[src/afu_pkg.sv]
// Package for the activation function unit: widths, function selector codes,
// and the exponential lookup tables built at elaboration.
// No dependencies.
package afu_pkg;

   localparam int DataWidth  = 16;
   localparam int FracBits   = 10;
   localparam int FuncWidth  = 3;

   // internal exponential format: unsigned, ExpFrac fractional bits, holds 1.0
   localparam int ExpFrac    = 40;
   localparam int ExpWidth   = ExpFrac + 1;
   // numerator and denominator of the final quotient stay below 8.0
   localparam int NumWidth   = ExpFrac + 3;
   // one integer bit, FracBits fractional bits and a rounding bit
   localparam int QuotBits   = FracBits + 2;
   localparam int MulLatency = 2;

   // argument split for exp(-a) = exp(-hi) * exp(-mid) * exp(-lo)
   localparam int LoBits     = FracBits / 2;
   localparam int MidBits    = FracBits - LoBits;
   localparam int HiBits     = DataWidth - FracBits;

   // magnitude from which the exponential term is taken as zero
   localparam int SatInt     = 32;

   localparam int QWork       = 60;
   localparam int SeriesTerms = 24;
   localparam int Halvings    = 7;

   typedef enum logic [FuncWidth-1:0] {
      FuncSigmoid,
      FuncSigmoidDeriv,
      FuncRelu,
      FuncReluDeriv,
      FuncTanh,
      FuncTanhDeriv
   } func_type;

   typedef logic [(2**HiBits)-1:0][ExpWidth-1:0]  hi_table_type;
   typedef logic [(2**MidBits)-1:0][ExpWidth-1:0] mid_table_type;
   typedef logic [(2**LoBits)-1:0][ExpWidth-1:0]  lo_table_type;

   // (a * b) >> QWork, truncated
   function automatic logic [63:0] qwork_mul(input logic [63:0] a, input logic [63:0] b);
      logic [127:0] prod;
      prod = 128'(a) * 128'(b);
      return prod[QWork+63:QWork];
   endfunction

   // exp(-k / 2^shift) rounded to ExpFrac fractional bits
   function automatic logic [ExpWidth-1:0] exp_q(input int unsigned k,
                                                 input int unsigned shift);
      logic [63:0] v;
      logic [63:0] sum;
      logic [63:0] term;
      int unsigned n;
      v    = 64'(k) << (QWork - Halvings - shift);
      sum  = 64'd1 << QWork;
      term = sum;
      for (n = 1; n <= SeriesTerms; n++) begin
         term = qwork_mul(term, v) / 64'(n);
         if (n[0]) begin
            sum = sum - term;
         end else begin
            sum = sum + term;
         end
      end
      for (n = 0; n < Halvings; n++) begin
         sum = qwork_mul(sum, sum);
      end
      sum = sum + (64'd1 << (QWork - ExpFrac - 1));
      return ExpWidth'(sum >> (QWork - ExpFrac));
   endfunction

   function automatic hi_table_type build_hi_table();
      hi_table_type t;
      int unsigned k;
      for (k = 0; k < 2**HiBits; k++) begin
         t[k] = exp_q(k, 0);
      end
      return t;
   endfunction

   function automatic mid_table_type build_mid_table();
      mid_table_type t;
      int unsigned k;
      for (k = 0; k < 2**MidBits; k++) begin
         t[k] = exp_q(k, MidBits);
      end
      return t;
   endfunction

   function automatic lo_table_type build_lo_table();
      lo_table_type t;
      int unsigned k;
      for (k = 0; k < 2**LoBits; k++) begin
         t[k] = exp_q(k, FracBits);
      end
      return t;
   endfunction

endpackage

[src/afu_div.sv]
// Pipelined restoring divider, one quotient bit per stage, QuotBits stages.
// Needs num < 2 * den; quotient has one integer bit. Defaults from afu_pkg.
module afu_div #(
   parameter int Width    = afu_pkg::NumWidth,
   parameter int QuotBits = afu_pkg::QuotBits
) (
   input  logic                clock,
   input  logic [Width-1:0]    num,
   input  logic [Width-1:0]    den,
   output logic [QuotBits-1:0] quot
);

   logic [Width-1:0]    rem_ff   [QuotBits];
   logic [Width-1:0]    den_ff   [QuotBits];
   logic [QuotBits-1:0] quot_ff  [QuotBits];
   logic [Width-1:0]    rem_in   [QuotBits];
   logic [Width:0]      trial    [QuotBits];
   logic [Width-1:0]    den_src  [QuotBits];
   logic [QuotBits-1:0] quot_src [QuotBits];
   logic [Width:0]      diff     [QuotBits];
   logic                ge       [QuotBits];

   always_comb begin
      trial[0]    = {1'b0, num};
      den_src[0]  = den;
      quot_src[0] = '0;
      for (int k = 1; k < QuotBits; k++) begin
         trial[k]    = {rem_ff[k-1], 1'b0};
         den_src[k]  = den_ff[k-1];
         quot_src[k] = quot_ff[k-1];
      end
      for (int k = 0; k < QuotBits; k++) begin
         diff[k]   = trial[k] - {1'b0, den_src[k]};
         ge[k]     = trial[k] >= {1'b0, den_src[k]};
         rem_in[k] = ge[k] ? diff[k][Width-1:0] : trial[k][Width-1:0];
      end
   end

   always_ff @(posedge clock) begin
      for (int k = 0; k < QuotBits; k++) begin
         rem_ff[k]  <= rem_in[k];
         den_ff[k]  <= den_src[k];
         quot_ff[k] <= {quot_src[k][QuotBits-2:0], ge[k]};
      end
   end

   assign quot = quot_ff[QuotBits-1];

endmodule

[config.mk]
export PLATFORM = sky130hd
export DESIGN_NAME = afu_div
export DESIGN_NICKNAME = d
export VERILOG_FILES = /design/src/afu_pkg.sv /design/src/afu_div.sv
export SDC_FILE = /design/constraint.sdc
export NUM_CORES = 2
export LEC_CHECK = 0
export ABC_AREA = 1
export BUFFER_PORTS_ARGS = -buffer_cell sky130_fd_sc_hd__clkbuf_2
export CORE_ASPECT_RATIO = 0.9
export CORE_MARGIN = 3
export CORE_UTILIZATION = 55
export DETAILED_ROUTE_END_ITERATION = 8
export PLACE_DENSITY = 0.81
export SLEW_MARGIN = 20
export SYNTH_ARGS = -nofsm -noshare
export SYNTH_HDL_FRONTEND = slang
export SYNTH_SLANG_ARGS = --single-unit
[constraint.sdc]
create_clock -name clock -period 2.35 [get_ports clock]
set_input_delay 0.47 -clock clock [delete_from_list [all_inputs] [get_ports clock]]
set_output_delay 0.47 -clock clock [all_outputs]
set_load 0.01 [all_outputs]
Word-level counts from Yosys, hierarchy flattened
Memory sizes are Yosys's and may differ from the RTL's.
Index checks and enable logic that the tools add are counted.
{ "classes": {"mux": 12, "n_addsub": 12, "n_lt_le_gt_ge": 12} }
{ "ops": {"columns": ["operator", "n"], "rows": [
  ["$mux W43", 12],
  ["$sub A43 B43 Y43", 12],
  ["$ge A44 B43 Y1", 11],
  ["$ge A43 B43 Y1", 1]
]} }
{ "totals": {"output_inout_bits": 12, "ram_bits": 1176, "inputBits": 87, "wordCells": 39, "mem_count": 3, "ff_bits": 0} }
{ "mem_list": {"columns": ["memory", "depth", "word_bits", "read_ports", "rd_ports_with_merged_regs", "write_ports", "line_no", "source"], "rows": [
  ["den_ff", 12, 43, 11, 0, 12, "afu_div.sv:14", "logic [Width-1:0] den_ff [QuotBits];"],
  ["rem_ff", 12, 43, 11, 0, 12, "afu_div.sv:13", "logic [Width-1:0] rem_ff [QuotBits];"],
  ["quot_ff", 12, 12, 12, 0, 12, "afu_div.sv:15", "logic [QuotBits-1:0] quot_ff [QuotBits];"]
]} }

Longest topological paths before layout
An unclocked memory read counts as a cell.
{ "logic_depth": {"word_depth": 3, "mapped_depth": 16, "ltp_nobuf": 15} }

Least setup slack after synthesis
Ideal clock, no wire load.
{ "synth_timing": {"kind": "flip-flop to flip-flop", "from": "memory den_ff[8][0] (netlist bit)", "to": "memory rem_ff[9][35] (netlist bit)", "n_path_buf": 1, "period_less_slack_ps": 2002, "setup_ps": 113, "t_arrival_ps": 1889, "stages_incl_launch_ff": 14, "slack_ps": 348, "required_time_ps": 2237, "cell_sequence": "dfxtp_1 > inv_1 > fa_1 > nand3_1 > nand3_1 > nand3_1 > nand3_1 > nand2_1 > nand2_1 > nand2_1 > nand2_4 > buf_4 > nand3_1 > nand2_1"} }
{ "synth_lines": {"columns": ["element", "line_no"], "rows": [
  ["from (decl)", "afu_div.sv:14"],
  ["to (decl)", "afu_div.sv:13"]
]} }

==> flow_summary.ini <==
[run_status]
status = complete, but fails checks
violations = negative setup slack

[setup_path]
required_ns = 3.00
crit_start = den_ff[5][11]$_DFF_P_
reg2reg_to = rem_ff[6][35]$_DFF_P_
reg2regPathDepth = 14
crit_type = reg2reg
cp_max_fo = 4
reg2reg_slack_ns = -0.15
arrival_ns = 3.15
worstSetupStartpointType = register
reg2reg_from = den_ff[5][11]$_DFF_P_
cp-end-kind = register
crit_end = rem_ff[6][35]$_DFF_P_

[timing]
min_period_over_period_pct = 106
worst_pin_slew_ns = 0.541
timing.hold.ws_ns = 0.0317
fin_ws_ns = -0.151
fin_skew_ns = 0.0370
slew_headroom_pct = 63.9
min_period_ns = 2.50
max_freq_mhz = 400
finalHoldViolCount = 0
setup_viol = 103
drv_slew = 0
rsz0062_at_grt = yes

[power]
total_power_mw = 131
power.leakage_nw = 51.3
power_density_nw_per_um2 = 1450
max-vdd-ir-drop_mv = 1.18

[floorplan]
initial_core_util_pct = 55.6
core_sq_um = 121000
die_h_microns = 338
rows = 121
die_x_microns = 375
die_area_sq_um = 127000
io_pins = 99

[detailed_routing]
routedWlPerCell_microns = 20.8
ant_nets = 0
wirelength_mm = 298
drt_pass1_iterations = 8
drc = 0
drt_iter0_drc = 9674
vias = 78100
routed_via_density = 5.46

[synth]
yosysUniqueCellTypes = 38
synthCells = 11100
ys_top_cells_by_count = nand2_1, inv_1, dfxtp_1
ys_top_cells_by_area = dfxtp_1, nand2_1, inv_1
seq_area_frac_synth_pct = 30.4
ys.flop_type = dfxtp_1
synth_top_area_cell = dfxtp_1
synthesis.area_sq_um = 67400
syn_avg_cell_area_sq_um = 6.09
synth_top_area_share_pct = 30.4
synth_edf_count = 0
synth-seq-cells = 1024
synth_nets = 11700
yosysWarnings = 0
async_flop_share_pct = 0
yosysMostFrequentCell = nand2_1

[clock_network]
clk_latency_ns = 0.76
clk_path_buf_depth = 3
root_buffer = clkbuf_16
clk_pin_slew_worst_paths_ns = 0.07
cts_buffers = 108
cts_tree = built
clock_sinks = 1024
htreeDepth = 3

[grt]
track_usage_pct = 42.8
antenna_found_initial = 12
grt_pass1_wl_mm = 414
grt-ovfl-total = 0
grt_max_degree = 44
grt_pass1_vias = 71400

[layout]
drive_gt1_share_pct = 22.7
fin_nets = 13200
stdcell_count = 14300
n_fill_cell = 9436
finish.utilization_pct = 74.5
areaGrowthSynthToFinish_pct = 34.1

[place]
portBuffers = 98
placedCellCount = 14000
dp_slack_ns = -0.430
globalplace.congestion = 1.13
place_hpwl_mm = 231

[run]
drv_cap = 0

[min_path]
hp-class = in2reg
## timing repair
| item | CTS | global route |
|---|---|---|
| gates cloned | 5 | 13 |
| hold buffers | 59 | 0 |
| endpoints found under the setup margin | 416 | 478 |
| endpoints found under the hold margin | 59 | 0 |
| gates resized for setup | 294 | 1073 |
| setup buffers | 13 | 50 |
| pin swaps | 22 | 141 |
## critical path, cell delays in order, from the launching register on
cell	delay (ns)
dfxtp_2	0.36
inv_1	0.15
ha_4	0.35
buf_4	0.13
nand2_1	0.10
nor2_2	0.17
nand2_1	0.14
nor2_1	0.26
nand2_1	0.11
nand3_1	0.22
nand2_1	0.16
nand2_1	0.10
nand2_1	0.05
nand3_1	0.06
nand2_1	0.05
## where the power goes
group | switching [mW] | leakage, nW | total [mW] | internal [mW]
combinational | 50.3 | 40.8 | 83.2 | 32.9
clock | 8.01 | 1.82 | 18.4 | 10.4
sequential | 6.15 | 8.66 | 29.2 | 23.1
total | 64.5 | 51.3 | 131 | 66.4
## cells by family after synthesis
group / synth area share, %
buffers and inverters: 13.9
DFF: 30.4
AOI/OAI and AO/OA: 4.68
adders and majority gates: 9.89
and+or+nand+nor: 37.9
xor gates and xnor gates: 3.28
## flip-flops by register name, summed over array words and instances, names as in the netlist
signal,count
den_ff,473
quot_ff,78
rem_ff,473
## worst min path at each step
stage	end	depth (start not counted)	from	slack (ns)
global route	rem_ff[0][1]$_DFF_P_	3	num[1]	0.03
CTS	rem_ff[0][42]$_DFF_P_	3	num[42]	0.002
detailed placement	quot_ff[2][30]$_DFF_P_	0	quot_ff[2][17]$_DFF_P_	0.31
floorplan	quot_ff[0][13]$_DFF_P_	0	quot_ff[0][0]$_DFF_P_	0.31
global placement	quot_ff[2][32]$_DFF_P_	0	quot_ff[2][19]$_DFF_P_	0.31
finish	rem_ff[0][42]$_DFF_P_	3	num[42]	0.03
## stage by stage
| step | TNS (ns) | cell area, sq um |
|---|---|---|
| after floorplan | 0 | 67400 |
| after global placement | -45.89 | 79400 |
| after detailed placement | -52.32 | 79400 |
| after CTS | -0.158 | 84900 |
| after global routing | -15.38 | 90300 |
| final | -3.55 | 90300 |
## layout by cell type, fill, tap and decap left out, types with 98 or more instances in the layout
cell type,netlist,layout
nand2_1,4589,4307
nand2_2,6,258
nor2_1,823,676
nor2_2,32,122
clkbuf_16,0,120
buf_4,51,1292
xor2_1,252,251
clkbuf_2,0,98
inv_1,2210,2179
nand3_1,617,525
ha_4,0,193
dfxtp_2,0,196
dfxtp_1,1024,780
a21oi_1,402,350
ha_1,515,301
## routing by layer
layer / wire, microns / vias up / part of all wire, % / global-route usage [%]
met5: 228 / - / 0.077 / 0.642
met2: 123000 / 5037 / 41 / 65.4
met1: 116000 / 35400 / 39 / 56.1
met3: 40100 / 1218 / 13 / 12.5
met4: 18600 / 10 / 6.3 / 18.1
li1: - / 36400 / - / -
## cell type report
type	instances	area (sq um)	share of cell area [%]
Timing Repair Buffer	1543	12600	13.9
Multi-Input combinational cell	7705	42500	47.1
Sequential cell	1024	20900	23.2
Antenna cell	9	22.5	0.0249
Timing Repair inverter	3	38.8	0.0429
Clock buffer	132	2960	3.28
Tap cell	1599	2000	2.21
Inverter	2229	8500	9.41
Clock inverter	69	798	0.884
No activity file was read; power rests on OpenSTA's default activity.
