**config.mk**
```make
export PLATFORM = sky130hd
export DESIGN_NAME = afu_mul
export DESIGN_NICKNAME = d
export VERILOG_FILES = /design/src/afu_pkg.sv /design/src/afu_mul.sv
export SDC_FILE = /design/constraint.sdc
export NUM_CORES = 2
export LEC_CHECK = 0
export CAP_MARGIN = 20
export CORE_AREA = 2 2 347 349
export CTS_BUF_LIST = sky130_fd_sc_hd__clkbuf_8
export DETAILED_ROUTE_END_ITERATION = 16
export DIE_AREA = 0 0 349 351
export DONT_BUFFER_PORTS = 1
export PLACE_DENSITY = 0.69
export SLEW_MARGIN = 25
export SYNTH_ARGS = -nofsm -noshare
export SYNTH_HDL_FRONTEND = slang
export SYNTH_SLANG_ARGS = --single-unit
```
**constraint.sdc**
```tcl
create_clock -name clock -period 6.4 [get_ports clock]
set_input_delay 0.32 -clock clock [delete_from_list [all_inputs] [get_ports clock]]
set_output_delay 0.32 -clock clock [all_outputs]
set_load 0.02 [all_outputs]
```
**src/afu_pkg.sv**
```systemverilog
// Package for the activation function unit: widths, function selector codes,
// and the exponential lookup tables built at elaboration.
// No dependencies.
package afu_pkg;

   localparam int DataWidth  = 16;
   localparam int FracBits   = 10;
   localparam int FuncWidth  = 3;

   // internal exponential format: unsigned, ExpFrac fractional bits, holds 1.0
   localparam int ExpFrac    = 40;
   localparam int ExpWidth   = ExpFrac + 1;
   // numerator and denominator of the final quotient stay below 8.0
   localparam int NumWidth   = ExpFrac + 3;
   // one integer bit, FracBits fractional bits and a rounding bit
   localparam int QuotBits   = FracBits + 2;
   localparam int MulLatency = 2;

   // argument split for exp(-a) = exp(-hi) * exp(-mid) * exp(-lo)
   localparam int LoBits     = FracBits / 2;
   localparam int MidBits    = FracBits - LoBits;
   localparam int HiBits     = DataWidth - FracBits;

   // magnitude from which the exponential term is taken as zero
   localparam int SatInt     = 32;

   localparam int QWork       = 60;
   localparam int SeriesTerms = 24;
   localparam int Halvings    = 7;

   typedef enum logic [FuncWidth-1:0] {
      FuncSigmoid,
      FuncSigmoidDeriv,
      FuncRelu,
      FuncReluDeriv,
      FuncTanh,
      FuncTanhDeriv
   } func_type;

   typedef logic [(2**HiBits)-1:0][ExpWidth-1:0]  hi_table_type;
   typedef logic [(2**MidBits)-1:0][ExpWidth-1:0] mid_table_type;
   typedef logic [(2**LoBits)-1:0][ExpWidth-1:0]  lo_table_type;

   // (a * b) >> QWork, truncated
   function automatic logic [63:0] qwork_mul(input logic [63:0] a, input logic [63:0] b);
      logic [127:0] prod;
      prod = 128'(a) * 128'(b);
      return prod[QWork+63:QWork];
   endfunction

   // exp(-k / 2^shift) rounded to ExpFrac fractional bits
   function automatic logic [ExpWidth-1:0] exp_q(input int unsigned k,
                                                 input int unsigned shift);
      logic [63:0] v;
      logic [63:0] sum;
      logic [63:0] term;
      int unsigned n;
      v    = 64'(k) << (QWork - Halvings - shift);
      sum  = 64'd1 << QWork;
      term = sum;
      for (n = 1; n <= SeriesTerms; n++) begin
         term = qwork_mul(term, v) / 64'(n);
         if (n[0]) begin
            sum = sum - term;
         end else begin
            sum = sum + term;
         end
      end
      for (n = 0; n < Halvings; n++) begin
         sum = qwork_mul(sum, sum);
      end
      sum = sum + (64'd1 << (QWork - ExpFrac - 1));
      return ExpWidth'(sum >> (QWork - ExpFrac));
   endfunction

   function automatic hi_table_type build_hi_table();
      hi_table_type t;
      int unsigned k;
      for (k = 0; k < 2**HiBits; k++) begin
         t[k] = exp_q(k, 0);
      end
      return t;
   endfunction

   function automatic mid_table_type build_mid_table();
      mid_table_type t;
      int unsigned k;
      for (k = 0; k < 2**MidBits; k++) begin
         t[k] = exp_q(k, MidBits);
      end
      return t;
   endfunction

   function automatic lo_table_type build_lo_table();
      lo_table_type t;
      int unsigned k;
      for (k = 0; k < 2**LoBits; k++) begin
         t[k] = exp_q(k, FracBits);
      end
      return t;
   endfunction

endpackage

```
**src/afu_mul.sv**
```systemverilog
// Two-stage fixed-point multiplier: partial products, then sum and truncation.
// Result is (a * b) >> Frac. Defaults from afu_pkg.
module afu_mul #(
   parameter int Width = afu_pkg::ExpWidth,
   parameter int Frac  = afu_pkg::ExpFrac
) (
   input  logic             clock,
   input  logic [Width-1:0] a,
   input  logic [Width-1:0] b,
   output logic [Width-1:0] p
);

   localparam int LoW   = (Width + 1) / 2;
   localparam int HiW   = Width - LoW;
   localparam int ProdW = 2 * Width;

   logic [2*LoW-1:0]     pp_ll_ff;
   logic [LoW+HiW-1:0]   pp_lh_ff;
   logic [LoW+HiW-1:0]   pp_hl_ff;
   logic [2*HiW-1:0]     pp_hh_ff;
   logic [ProdW-1:0]     sum;
   logic [Width-1:0]     p_ff;

   always_ff @(posedge clock) begin
      pp_ll_ff <= a[LoW-1:0] * b[LoW-1:0];
      pp_lh_ff <= a[LoW-1:0] * b[Width-1:LoW];
      pp_hl_ff <= a[Width-1:LoW] * b[LoW-1:0];
      pp_hh_ff <= a[Width-1:LoW] * b[Width-1:LoW];
   end

   always_comb begin
      sum = ProdW'(pp_ll_ff)
          + (ProdW'(pp_lh_ff) << LoW)
          + (ProdW'(pp_hl_ff) << LoW)
          + (ProdW'(pp_hh_ff) << (2 * LoW));
   end

   always_ff @(posedge clock) begin
      p_ff <= sum[Frac +: Width];
   end

   assign p = p_ff;

endmodule

```
# Word level (Yosys, flattened, before mapping)
# Cells that the tools add are included.
word_totals:
  word_cells: 12
  out_inout_bits: 41
  register_bits: 204
  in_bits: 83
op_classes:
  mul: 4
  n_addsub: 3
ops:
  columns: ["operator", "n"]
  rows:
  - ["$add A64 B81 Y81", 1]
  - ["$add A63 B62 Y64", 1]
  - ["$add A42 B62 Y63", 1]
  - ["$mul A21 B21 Y42", 1]
  - ["$mul A20 B21 Y41", 1]
  - ["$mul A21 B20 Y41", 1]
  - ["$mul A20 B20 Y39", 1]

# Depth between registers and ports, before layout
logic_depth:
  depth_word: 3
  mapped_depth: 27
  depth_no_buf: 26

# Worst setup path after synthesis
# Ideal clock, no wire load.
synth_timing:
  path_kind: "input to register"
  start: "input port a[19]"
  end: "register pp_ll_ff[41]"
  setup_ns: 0.072
  required_time_ns: 6.328
  path_slack_ns: -0.569
  arrival_time_ns: 6.897
  stages: 24
  n_path_buf: 1
  path_cell_list: "clkbuf_1 -> nand2_1 -> fa_1 -> inv_1 -> fa_1 -> inv_1 -> fa_1 -> inv_1 -> fa_1 -> fa_1 -> fa_1 -> inv_1 -> fa_1 -> inv_1 -> ha_1 -> a21o_1 -> a221o_1 -> a221o_1 -> o31ai_4 -> a21oi_2 -> a221o_2 -> a221o_2 -> a31oi_1 -> xnor2_1"
synth_via:
  elab_chain_len: 1
synth_rtl:
  columns: ["item", "line", "text"]
  rows:
  - ["start, declared", "afu_mul.sv:8", "input logic [Width-1:0] a,"]
  - ["$mul A21 B21 Y42", "afu_mul.sv:25", "pp_ll_ff <= a[LoW-1:0] * b[LoW-1:0];"]
  - ["end signal, assigned", "afu_mul.sv:25", null]
  - ["end, declared", "afu_mul.sv:17", "logic [2*LoW-1:0] pp_ll_ff;"]
# Every way passes these cells.

# Final worst setup path
layout_timing:
  start: "input port b[10]"
  end: "register pp_ll_ff[40]"
layout_via:
  elab_chain_len: 1
layout_rtl:
  columns: ["item", "line", "text"]
  rows:
  - ["start, declared", "afu_mul.sv:9", "input logic [Width-1:0] b,"]
  - ["$mul A21 B21 Y42", "afu_mul.sv:25", null]
# Every way passes these cells.

==> summary.txt <==
Global routing
  – First-pass GRT wire length: about 260 mm
  – GRT Util Overall: 26.9%
  – GRT Residual Overflow: 0
  – Antenna violations before repair: 4
  – Vias in the first global route: 47500
  – Largest net degree at the start of global routing: 42

STA
  – Fin Hold WS: 0.108 ns
  – Least-Margin Pin Slew: 0.860 ns
  – Unrepaired setup endpoints after global routing: true
  – Achievable Freq: about 160 MHz
  – Tcrit/Tclk final: 99.1%
  – Worst Clk Skew: around 0.044 ns
  – Final hold violations: 0
  – Minimum clock period: around 6.3 ns
  – Worst slew margin: 41.7%
  – Final setup vio count: 0
  – Max-slew violations: 0
  – Crit path setup slack, layout: 0.0604 ns

Clocking
  – Root buf cell: clkbuf_8
  – H-tree Lvls: 4
  – Worst skew pair latency: between 0.6 and 0.7 ns
  – CTS max path bufs: 2
  – CTS tree: yes
  – CTS Buf Count: 17
  – Number of clock sinks seen by CTS: between 150 and 200
  – Clock-pin slew on the worst setup and hold paths: around 0.11 ns

Floorplanning
  – Core Area: approximately 120000 µm²
  – Die Area: 122000 µm²
  – DIE HEIGHT: 351 µm
  – DIE WIDTH: 349 µm
  – Std-Cell Rows: 127
  – Initial Utilization: 51.5%
  – IO Count: 124

Place
  – Final weighted congestion in routability-driven placement: 0.866
  – Setup WS pre-CTS: -0.537 ns
  – DP HPWL: between 100 and 150 mm
  – Port buffer count: 0
  – Placed inst area: 63300 µm²

Synthesis
  – Post-Syn Nets: around 8800
  – Sequential share of the synthesized area: under 10%
  – Post-synth ARST share: 0%
  – EDFF count, synth: 0
  – Number of distinct library cells after synthesis: 74
  – Synth Instances: 6735
  – Synth top area share: between 40% and 50%
  – Yosys top cell by area: fa_1
  – Number of synthesized register bits: around 180
  – Mean post-synth cell area: 9.10 µm²
  – Mapped Area: 61300 µm²
  – Dominant cells by area after synthesis: fa_1 45%, ha_1 13%, inv_1 9.4%
  – Synth Flop Type: dfxtp_1
  – YS warnings: 0

Worst setup path
  – End of the critical path: pp_ll_ff[40]
  – Worst setup path start: b[10]
  – Reg2reg start: pp_ll_ff[24]
  – Reg2reg setup slack: 2.03 ns
  – CP Launch Type: input port
  – R2r endpoint: p[19]
  – Kind of critical path: input port to flop
  – Crit-path max FO: 41
  – Critical path arrival: about 7 ns
  – CP endpoint kind: flop
  – Worst EP required: 6.93 ns
  – Reg2Reg Depth: 12

Job
  – Max cap viols: 0

Route
  – Met2 Wirelength: 79.3 mm
  – DR pass1 iterations: 7
  – DRT iter0 DRCs: 2590
  – Vias per cell: 5.40
  – Routed wl met3: 9.48 mm
  – Average routed wire per standard cell: 19.5 µm
  – WL final: 159 mm
  – DR vias: 43900
  – DRC violations left: 0
  – Final ANT Viol Nets: 0
  – Top sig layer: met5
  – Wl on met1: 63.1 mm

Cells and area
  – Syn-to-layout area delta: 4.23%
  – NumNets Final: 8679
  – Final design utilization: 53.7%
  – Share of post-route cells with drive strength above 1: 3.81%
  – Post-Layout Inst Area: 63900 µm²

Outcome
  – Status: complete, no violations

Worst hold path
  – Tightest Hold Check Type: input port to flop
==> cell families after synthesis <==
group | count (synthesis) | share of synthesized area [%]
AO/OA/AOI/OAI | 461 | 4.91
adder cells (fa/ha/maj) | 2029 | 58.5
buffers and inverters | 1876 | 11.5
flip-flops | 183 | 5.98
multiplexers | 2 | 0.0347
AND/OR/NAND/NOR | 2014 | 16.7
XOR/XNOR | 170 | 2.43
==> cell type report <==
class	instances	area, µm²
clock inverter	15	210
inverter	1541	5780
clock buffer	17	234
multi-input combinational	4676	50900
fill	10700	55100
antenna	4	10.0
tap	1548	1940
sequential	183	3660
timing repair buffer	148	1140
==> worst max-delay path: stages <==
cell	delay [ns]
and2_1	0.16
fa_1	0.50
inv_1	0.05
fa_1	0.46
fa_1	0.52
inv_1	0.05
fa_1	0.56
fa_1	0.43
fa_1	0.49
inv_1	0.05
fa_1	0.49
inv_2	0.05
ha_4	0.23
a21oi_2	0.14
o21ai_2	0.08
a221o_1	0.33
a221o_1	0.39
o31ai_4	0.31
a21oi_2	0.10
a221o_2	0.37
a221o_2	0.43
a21oi_2	0.16
xnor2_1	0.13
==> through the flow <==
stage / instances / TNS, ns
6_report: 8132 / 0
4_1_cts: 8126 / 0
3_5_place_dp: 8084 / -10.46
2_1_floorplan: 6735 / -0.892
5_1_grt: 8129 / -0.268
3_3_place_gp: 8084 / -8.43
==> synthesized netlist by cell type (14+ instances only) <==
cell type	n
dfxtp_1	183
and2_1	909
nor2_1	83
o21bai_1	21
xnor2_1	119
and3_1	16
clkbuf_1	334
a211oi_1	14
o21ai_0	70
nor3_1	23
nor2b_1	20
nand4_1	19
a21o_1	84
nand3_1	26
nand2_1	861
xor2_1	51
nand2b_1	20
inv_1	1541
fa_1	1392
a21oi_1	142
ha_1	637
o21a_1	20
==> state kept, by name (all words and copies together), names as in the netlist <==
name      cells
pp_hh_ff     39
pp_ll_ff     21
p            41
pp_lh_ff     41
pp_hl_ff     41
==> cells in the final DEF (no fill, tap or decap), drive strengths merged, types with 20 or more instances in the layout <==
master / synthesis / final
o21a: 20 / 20
fa: 1392 / 1392
dfxtp: 183 / 183
and2: 909 / 909
nor2b: 20 / 20
inv: 1541 / 1550
nand2b: 20 / 20
a21oi: 146 / 146
o21bai: 21 / 21
xor2: 51 / 51
nand2: 861 / 861
nand3: 26 / 26
nor3: 23 / 23
nor2: 83 / 83
o21ai: 80 / 80
xnor2: 119 / 119
ha: 637 / 637
a21o: 84 / 84
buf: 1 / 138
==> timing repair <==
item,in CTS,in global routing
hold buffers,10,0
setup buffers,0,2
resized for setup,0,10
endpoints found under the hold margin,5,0
setup endpoints to repair,0,12
==> layer usage <==
layer	vias up	track usage (%)
li1	19500	-
met1	22800	34.0
met2	1355	46.8
met3	302	3.50
met4	2	10.6
met5	-	0
==> worst min path at each step <==
stage | slack [ns] | start | to | cells past startpoint
after global routing | 0.12 | a[0] | pp_lh_ff[1] | 2
final | 0.11 | a[21] | pp_hl_ff[2] | 3
after detailed placement | 0.46 | pp_hh_ff[23] | p[25] | 1
after floorplan | 0.41 | pp_hh_ff[38] | p[40] | 1
after global placement | 0.45 | pp_hh_ff[23] | p[25] | 1
after CTS | 0.06 | a[21] | pp_hl_ff[2] | 3
Power is not shown: default switching activity piles up to over one toggle a cycle in this logic, so the estimate is an artifact.
